## config.mk

```make
export PLATFORM = sky130hd
export DESIGN_NAME = misaligned_access_splitter_core
export DESIGN_NICKNAME = d
export VERILOG_FILES = /design/src/hdl/mas_pkg.sv /design/src/hdl/mas_decode.sv /design/src/hdl/mas_lanes.sv /design/src/hdl/misaligned_access_splitter_core.sv
export SDC_FILE = /design/constraint.sdc
export NUM_CORES = 2
export LEC_CHECK = 0
export ABC_AREA = 1
export BUFFER_PORTS_ARGS = -buffer_cell sky130_fd_sc_hd__clkbuf_2
export CORE_AREA = 3 3 270 272
export CTS_BUF_LIST = sky130_fd_sc_hd__clkbuf_4 sky130_fd_sc_hd__clkbuf_8
export CTS_CLUSTER_DIAMETER = 150
export DETAILED_ROUTE_END_ITERATION = 6
export DIE_AREA = 0 0 273 275
export PLACE_DENSITY = 0.84
export REMOVE_ABC_BUFFERS = 1
export SETUP_SLACK_MARGIN = 0.15
export SYNTH_ARGS = -nofsm -noshare
export SYNTH_HDL_FRONTEND = slang
export SYNTH_SLANG_ARGS = --single-unit
```

## constraint.sdc

```tcl
create_clock -name i_clk -period 11.7 [get_ports i_clk]
set_input_delay 0.585 -clock i_clk [delete_from_list [all_inputs] [get_ports i_clk]]
set_output_delay 0.585 -clock i_clk [all_outputs]
set_load 0.1 [all_outputs]
```

## src/hdl/mas_pkg.sv

```systemverilog
package mas_pkg;

    localparam int unsigned ADDR_W    = 32;
    localparam int unsigned DATA_W    = 32;
    localparam int unsigned NUM_TABLE = 8;
    localparam int unsigned REGION_W  = 3;
    localparam int unsigned OFFSET_W  = 17;
    localparam int unsigned CFG_IDX_W = 3;

    localparam logic [1:0] OP_READ  = 2'd0;
    localparam logic [1:0] OP_WRITE = 2'd1;
    localparam logic [1:0] OP_RESP  = 2'd2;

    localparam logic KIND_ACCESS = 1'b0;
    localparam logic KIND_DONE   = 1'b1;

    localparam logic [OFFSET_W-1:0] REGION_SIZE [NUM_TABLE] = '{
        17'd118476, 17'h04000, 17'h00170, 17'h00FFF,
        17'h00FFF,  17'h00FFF, 17'h00080, 17'h10000
    };

    localparam logic [ADDR_W-1:0] BASE_RESET [NUM_TABLE] = '{
        32'h2040_0000, 32'h8000_0000, 32'h1000_0000, 32'h1000_8000,
        32'h1001_2000, 32'h1001_3000, 32'h1001_4000, 32'h0200_0000
    };

    typedef struct packed {
        logic                kind;
        logic [REGION_W-1:0] region;
        logic [OFFSET_W-1:0] offset;
        logic                is_write;
        logic [3:0]          byte_mask;
        logic [DATA_W-1:0]   data;
        logic                ok;
    } t_result;

    typedef struct packed {
        logic                hit;
        logic [REGION_W-1:0] region;
        logic [OFFSET_W-1:0] offset;
    } t_lookup;

    function automatic logic [3:0] lane_bits(input logic [2:0] width);
        logic [3:0] bits;
        unique case (width)
            3'd1:    bits = 4'h1;
            3'd2:    bits = 4'h3;
            default: bits = 4'hF;
        endcase
        return bits;
    endfunction

    function automatic logic [DATA_W-1:0] value_mask(input logic [2:0] width);
        logic [DATA_W-1:0] mask;
        unique case (width)
            3'd1:    mask = 32'h0000_00FF;
            3'd2:    mask = 32'h0000_FFFF;
            default: mask = 32'hFFFF_FFFF;
        endcase
        return mask;
    endfunction

endpackage

```

## src/hdl/mas_decode.sv

```systemverilog
module mas_decode
    import mas_pkg::*;
#(
    parameter int unsigned NUM_LIVE = 8
) (
    input  logic [NUM_LIVE-1:0][ADDR_W-1:0] i_bases,
    input  logic [ADDR_W-1:0]               i_word,
    output t_lookup                         o_lookup
);

    // Scanning from the last region down lets the first region in table order win.
    always_comb begin
        logic [ADDR_W:0] lo;
        logic [ADDR_W:0] hi;
        logic [ADDR_W:0] word_x;
        o_lookup = '0;
        word_x   = {1'b0, i_word};
        for (int i = NUM_LIVE - 1; i >= 0; i--) begin
            lo = {1'b0, i_bases[i]};
            hi = lo + (ADDR_W + 1)'(REGION_SIZE[i]);
            if (word_x >= lo && word_x < hi) begin
                o_lookup.hit    = (word_x + (ADDR_W + 1)'(4)) <= hi;
                o_lookup.region = REGION_W'(i);
                o_lookup.offset = i_word[OFFSET_W-1:0] - i_bases[i][OFFSET_W-1:0];
            end
        end
    end

endmodule

```

## src/hdl/mas_lanes.sv

```systemverilog
module mas_lanes
    import mas_pkg::*;
(
    input  logic [1:0]        i_lane,
    input  logic [2:0]        i_width,
    input  logic              i_part,
    input  logic              i_second,
    input  logic [DATA_W-1:0] i_write_data,
    input  logic [DATA_W-1:0] i_first_word,
    input  logic [DATA_W-1:0] i_resp_data,
    output logic              o_spill,
    output logic [3:0]        o_byte_mask,
    output logic [DATA_W-1:0] o_wr_word,
    output logic [DATA_W-1:0] o_rd_value
);

    logic [6:0]          spread;
    logic [2*DATA_W-1:0] wide;
    logic [2*DATA_W-1:0] merged;

    assign spread = 7'(lane_bits(i_width)) << i_lane;
    assign wide   = (2*DATA_W)'(i_write_data) << {i_lane, 3'b000};
    assign merged = {i_resp_data, i_first_word} >> {i_lane, 3'b000};

    assign o_spill     = spread[6:4] != 3'b000;
    assign o_byte_mask = i_part ? {1'b0, spread[6:4]} : spread[3:0];
    assign o_wr_word   = i_part ? wide[2*DATA_W-1:DATA_W] : wide[DATA_W-1:0];
    assign o_rd_value  = (i_second ? merged[DATA_W-1:0] : i_resp_data) & value_mask(i_width);

endmodule

```

## src/hdl/misaligned_access_splitter_core.sv

```systemverilog
// Misaligned access splitter with region decoder.
//
// The input channel (i_in_valid / o_in_ready) carries CPU reads and writes
// and the device responses to the accesses this block issues. The output
// channel (o_out_valid / i_out_ready) carries either one word-aligned device
// access or the CPU completion. The configuration channel writes the region
// base addresses and is always ready; the user must see that it is written
// only while the block is idle, as the block itself does not enforce this.
//
// Every request is decoded in the cycle it is accepted, and its result sits
// in the output register on the next cycle; throughput is one request per
// cycle while the output is drained. Region lookup is a set of parallel range
// compares on the aligned word address, and lane steering is a byte shifter.
//
// A request is accepted whenever the output register is empty or is being
// drained in the same cycle, so a stalled receiver stops input only once a
// result is waiting. Reset returns the sequencer to idle, empties the output
// register and restores the default base addresses.
module misaligned_access_splitter_core
    import mas_pkg::*;
#(
    parameter int unsigned NUM_REGIONS = 8
) (
    input  logic                 i_clk,
    input  logic                 i_rst_n,
    input  logic                 i_cfg_valid,
    output logic                 o_cfg_ready,
    input  logic [CFG_IDX_W-1:0] i_cfg_index,
    input  logic [ADDR_W-1:0]    i_cfg_data,
    input  logic                 i_in_valid,
    output logic                 o_in_ready,
    input  logic [1:0]           i_operation,
    input  logic [ADDR_W-1:0]    i_address,
    input  logic [2:0]           i_width_bytes,
    input  logic [DATA_W-1:0]    i_write_data,
    input  logic                 i_response_ok,
    input  logic [DATA_W-1:0]    i_response_data,
    output logic                 o_out_valid,
    input  logic                 i_out_ready,
    output logic                 o_kind,
    output logic [REGION_W-1:0]  o_region,
    output logic [OFFSET_W-1:0]  o_offset,
    output logic                 o_is_write,
    output logic [3:0]           o_byte_mask,
    output logic [DATA_W-1:0]    o_data,
    output logic                 o_ok
);

    localparam int unsigned NUM_LIVE = (NUM_REGIONS < NUM_TABLE) ? NUM_REGIONS : NUM_TABLE;

    localparam logic [1:0] PH_IDLE   = 2'd0;
    localparam logic [1:0] PH_FIRST  = 2'd1;
    localparam logic [1:0] PH_SECOND = 2'd2;

    logic [NUM_LIVE-1:0][ADDR_W-1:0] r_base;
    logic [1:0]                      r_phase;
    logic [1:0]                      n_phase;
    logic [ADDR_W-1:0]               r_saved_address;
    logic [2:0]                      r_saved_width;
    logic                            r_saved_is_write;
    logic [DATA_W-1:0]               r_saved_write_data;
    logic [DATA_W-1:0]               r_first_word;
    logic [DATA_W-1:0]               n_first_word;
    logic                            r_out_valid;
    logic                            n_out_valid;
    t_result                         r_out;
    t_result                         n_out;

    logic              accept;
    logic              idle;
    logic              save;
    logic              issue;
    logic              produce;
    logic              width_ok;
    logic              is_cpu;
    logic [ADDR_W-1:0] src_addr;
    logic [2:0]        src_width;
    logic              src_wr;
    logic [DATA_W-1:0] src_wdata;
    logic [ADDR_W-1:0] word;
    t_lookup           lookup;
    logic              spill;
    logic [3:0]        lane_mask;
    logic [DATA_W-1:0] wr_word;
    logic [DATA_W-1:0] rd_value;

    assign o_cfg_ready = 1'b1;
    assign o_in_ready  = !r_out_valid || i_out_ready;
    assign accept      = i_in_valid && o_in_ready;
    assign idle        = r_phase == PH_IDLE;
    assign is_cpu      = i_operation == OP_READ || i_operation == OP_WRITE;
    assign width_ok    = i_width_bytes == 3'd1 || i_width_bytes == 3'd2 ||
                         i_width_bytes == 3'd4;

    // An idle block issues the first word of the incoming request; otherwise
    // the saved request supplies the second word.
    assign src_addr  = idle ? i_address : r_saved_address;
    assign src_width = idle ? i_width_bytes : r_saved_width;
    assign src_wr    = idle ? i_operation[0] : r_saved_is_write;
    assign src_wdata = idle ? i_write_data : r_saved_write_data;
    assign word      = {src_addr[ADDR_W-1:2] + (ADDR_W - 2)'(!idle), 2'b00};

    mas_decode #(
        .NUM_LIVE (NUM_LIVE)
    ) u_decode (
        .i_bases  (r_base),
        .i_word   (word),
        .o_lookup (lookup)
    );

    mas_lanes u_lanes (
        .i_lane       (src_addr[1:0]),
        .i_width      (src_width),
        .i_part       (!idle),
        .i_second     (r_phase != PH_FIRST),
        .i_write_data (src_wdata),
        .i_first_word (r_first_word),
        .i_resp_data  (i_response_data),
        .o_spill      (spill),
        .o_byte_mask  (lane_mask),
        .o_wr_word    (wr_word),
        .o_rd_value   (rd_value)
    );

    always_comb begin
        n_phase      = r_phase;
        n_first_word = r_first_word;
        n_out        = '0;
        produce      = 1'b0;
        issue        = 1'b0;
        save         = 1'b0;
        priority if (accept && is_cpu && idle) begin
            if (!width_ok) begin
                produce    = 1'b1;
                n_out.kind = KIND_DONE;
            end else begin
                save  = 1'b1;
                issue = 1'b1;
            end
        end else if (accept && i_operation == OP_RESP && !idle) begin
            if (!i_response_ok) begin
                produce    = 1'b1;
                n_out.kind = KIND_DONE;
                n_phase    = PH_IDLE;
            end else if (r_phase == PH_FIRST &&
                         (r_saved_is_write ? spill : r_saved_address[1:0] != 2'b00)) begin
                n_first_word = i_response_data;
                issue        = 1'b1;
            end else begin
                produce    = 1'b1;
                n_out.kind = KIND_DONE;
                n_out.ok   = 1'b1;
                n_out.data = r_saved_is_write ? '0 : rd_value;
                n_phase    = PH_IDLE;
            end
        end else begin
            n_phase = r_phase;
        end

        if (issue) begin
            produce = 1'b1;
            if (!lookup.hit) begin
                n_out      = '0;
                n_out.kind = KIND_DONE;
                n_phase    = PH_IDLE;
            end else begin
                n_out.kind      = KIND_ACCESS;
                n_out.region    = lookup.region;
                n_out.offset    = lookup.offset;
                n_out.is_write  = src_wr;
                n_out.byte_mask = src_wr ? lane_mask : 4'h0;
                n_out.data      = src_wr ? wr_word : '0;
                n_phase         = idle ? PH_FIRST : PH_SECOND;
            end
        end
    end

    assign n_out_valid = produce ? 1'b1 : (i_out_ready ? 1'b0 : r_out_valid);

    always_ff @(posedge i_clk) begin
        if (!i_rst_n) begin
            r_phase     <= PH_IDLE;
            r_out_valid <= 1'b0;
            for (int i = 0; i < NUM_LIVE; i++) begin
                r_base[i] <= BASE_RESET[i];
            end
        end else begin
            r_phase     <= n_phase;
            r_out_valid <= n_out_valid;
            for (int i = 0; i < NUM_LIVE; i++) begin
                if (i_cfg_valid && i_cfg_index == CFG_IDX_W'(i)) begin
                    r_base[i] <= i_cfg_data;
                end
            end
        end
    end

    always_ff @(posedge i_clk) begin
        r_first_word <= n_first_word;
        if (save) begin
            r_saved_address    <= i_address;
            r_saved_width      <= i_width_bytes;
            r_saved_is_write   <= i_operation[0];
            r_saved_write_data <= i_write_data;
        end
        if (produce) begin
            r_out <= n_out;
        end
    end

    assign o_out_valid = r_out_valid;
    assign o_kind      = r_out.kind;
    assign o_region    = r_out.region;
    assign o_offset    = r_out.offset;
    assign o_is_write  = r_out.is_write;
    assign o_byte_mask = r_out.byte_mask;
    assign o_data      = r_out.data;
    assign o_ok        = r_out.ok;

endmodule

```

==> metrics.cfg <==
[detailed_routing]
first_pass_iters=7
remaining_drc_errors=10
num_vias=42400
routedWlPerCell_um=19.9
drtAntennaViolNets=0
first_iter_violations=3915
wl_mm=140
viasPerCell=6.00

[die]
initial_core_util_pct=59.5
pin_count=204
die-area_um2=75100
die_h_um=275
core_area_um2=71000
fp.dieW_um=273
rows=98

[logic_synthesis]
synth_edf_count=159
yosysSeqAreaShare_pct=23.6
synth.yosys.warnings=0
synth_flop_cell=dfxtp_1
ys_ff_latch=418
synth_top_area_share_pct=21.3
netlist_top_cells_area=ha_1 (21%), dfxtp_1 (12%), edfxtp_1 (11%)
syn_area_um2=42200
async_reset_ff_share_pct=0
synth.distinct_cells=64
synthCells=5883
synth_area_leader_cell=ha_1
syn-mean-instance-area_um2=7.18

[pwr]
ir_drop_uv=111
power_leakage_nw=20.5
power_mw=5.26
power_per_cell_area_nw_per_um2=115

[worst_setup_path]
cp.arrival_ps=8850
r2r-start=r_phase[0]
endpoint_kind=flop
crit_slowest_cell=clkinv_1
crit_start=r_phase[0]
critPathTopFamily=simple AND/OR/NAND/NOR gates
required_ps=12180
rr_endpoint=o_data[8]
cp_slowest_stage_delay_ps=770
critPathMostFrequentCell=nand2_1
r2r_slack_ps=3320
critical_path_class=reg2reg
path_buf_inv=10
crit_path_max_fanout=45
cp-start-kind=flop
reg2reg_depth=45

[outcome]
violations=design-rule violations
status=finished, violations left

[cells_and_area]
layout-drive-gt1-share_pct=7.71
fin_util_pct=64.5
area_growth_pct=8.43
layout.filler_cells=6305
fin_area_um2=45800
fin_cells=7062
nNetsFinal=6912

[cts]
cts_root_buffer=clkbuf_8
cts.htree.levels=3
clkTransAtPathRegs_ps=60
cts_sinks=418
ctsResizeCount=0
clk_path_buf_depth=3
numCtsBuffers=78
post_cts_buffers=0
clkLatencyLatePin_ps=740
tritoncts=yes
hold_buffers=0

[sta]
fmax_mhz=119
finalMaxSlewViolations=0
worst_pin_slew_ps=1200
worst_hold_slack_ps=54.8
fin_crit_ps=8380
setup_tns_ps=0
final-hold-violation-count=0
fin_ws_ps=3320
setup_viol=0
fin_crit_sh_pct=71.6
skew_ps=60.8
rsz0062_at_grt=no
max_slew_margin_pct=17.6

[global_routing]
grt_antenna_before_repair=2
track_usage_pct=35.9
grt_pass1_wl_mm=213
grt_pass1_vias=39800
grt.overflow.total=0
grt_max_degree=118

[place]
post-dp-hpwl_mm=111
place_area_um2=44200
gp_congestion=0.971
place.port_buffers=202
place_ws_ps=3490
dp_cells=6922

[min_path]
hp-class=in2reg
hold_start=i_response_data[27]
min_path_cells=1
hold_end=r_first_word[27]

[flow_run]
maxCapViolations=0

registers in the layout, summed over array words and instances (netlist names), 2 cells and up:
signal              cells
o_region                3
o_offset               17
o_data                 32
r_saved_width           3
r_saved_address        32
r_phase                 2
r_base                256
r_first_word           32
o_byte_mask             4
r_saved_write_data     32
worst max path at each step:
| stage | to | slack [ps] | cells after the start |
|---|---|---|---|
| floorplan | o_data[11] | 5110 | 45 |
| finish | o_data[8] | 3320 | 45 |
| detailed placement | o_data[8] | 3490 | 43 |
| global route | o_data[15] | 2750 | 43 |
| global placement | o_data[8] | 3640 | 43 |
| CTS | o_data[8] | 3490 | 43 |
cell usage after synthesis, types with 109 or more instances:
| master | count |
|---|---|
| dfxtp_1 | 259 |
| nand4_1 | 109 |
| nor3_1 | 126 |
| nand2_1 | 1112 |
| inv_1 | 682 |
| o21ai_0 | 570 |
| clkbuf_1 | 137 |
| nor2_1 | 362 |
| xor2_1 | 257 |
| ha_1 | 718 |
| edfxtp_1 | 159 |
| nand3_1 | 216 |
| a21oi_1 | 659 |
cell usage in the layout, fill, tap and decap left out, types with 10 or more instances in the layout:
cell type     n
nand2_1    1110
ha_1        718
inv_1       680
a21oi_1     659
o21ai_0     570
nor2_1      360
dfxtp_1     259
xor2_1      257
nand3_1     216
clkbuf_2    201
edfxtp_1    159
nor3_1      126
nand4_1     109
clkbuf_8     87
o211ai_1     62
xnor2_1      51
buf_4        47
nor4_1       30
o22ai_1      24
a211oi_1     24
clkinv_1     23
o21bai_1     21
o21a_1       19
nand2_2      18
inv_2        18
a31oi_1      18
o21ai_1      15
mux2i_1      13
or2_2        12
a221oi_1     12
clkbuf_4     12
clkinv_2     12
o31ai_1      11
o221ai_1     11
o311ai_0     11
nor2_4       10
nor2_2       10
a2111oi_0    10
nor3b_1      10
routing by layer:
layer	GRT usage, %	wire length [um]	up-vias	share of wire (%)
li1	-	-	20700	-
met1	43.5	54800	19400	39
met2	61.5	65000	1911	46
met3	4.33	11700	421	8.3
met4	21.2	8810	0	6.3
met5	0	0	-	0
worst register-to-register path: cells and delay by family, from the launching register on:
family        cells  cell delay [ps]
xor+xnor          2              320
fa+ha+maj         1              340
buf+inv          10             2350
flops             1              410
simple gates     32             4720
report_power, final:
group          switching, mW  total (mW)  internal (mW)  leakage (nW)
combinational           1.43        2.13          0.698          16.0
clock                  0.722        1.54          0.822         0.854
sequential            0.0297        1.59           1.56          3.60
area by class of cell:
class / instances / area, um2 / share of cell area [%]
timing repair buffer: 249 / 1370 / 2.99
inverter: 706 / 2650 / 5.78
antenna: 2 / 5.00 / 0.0109
clock inverter: 39 / 345 / 0.754
clock buffer: 99 / 1290 / 2.81
multi-input combinational: 4599 / 29000 / 63.3
tap: 950 / 1190 / 2.59
sequential: 418 / 9960 / 21.7
cells by family (layout without fill, tap and decap cells):
kind of cell	count (synthesis)	in the layout	synth area share, %
other	1	3	0.00888
AOI/OAI and AO/OA	1500	1500	19.4
adders and majority gates	718	718	21.3
muxes	13	13	0.308
and+or+nand+nor	2055	2055	21.1
DFF	418	418	23.6
xor gates and xnor gates	312	312	6.54
buffers and inverters	866	1093	7.82
No activity file was read; power rests on OpenSTA's default activity.
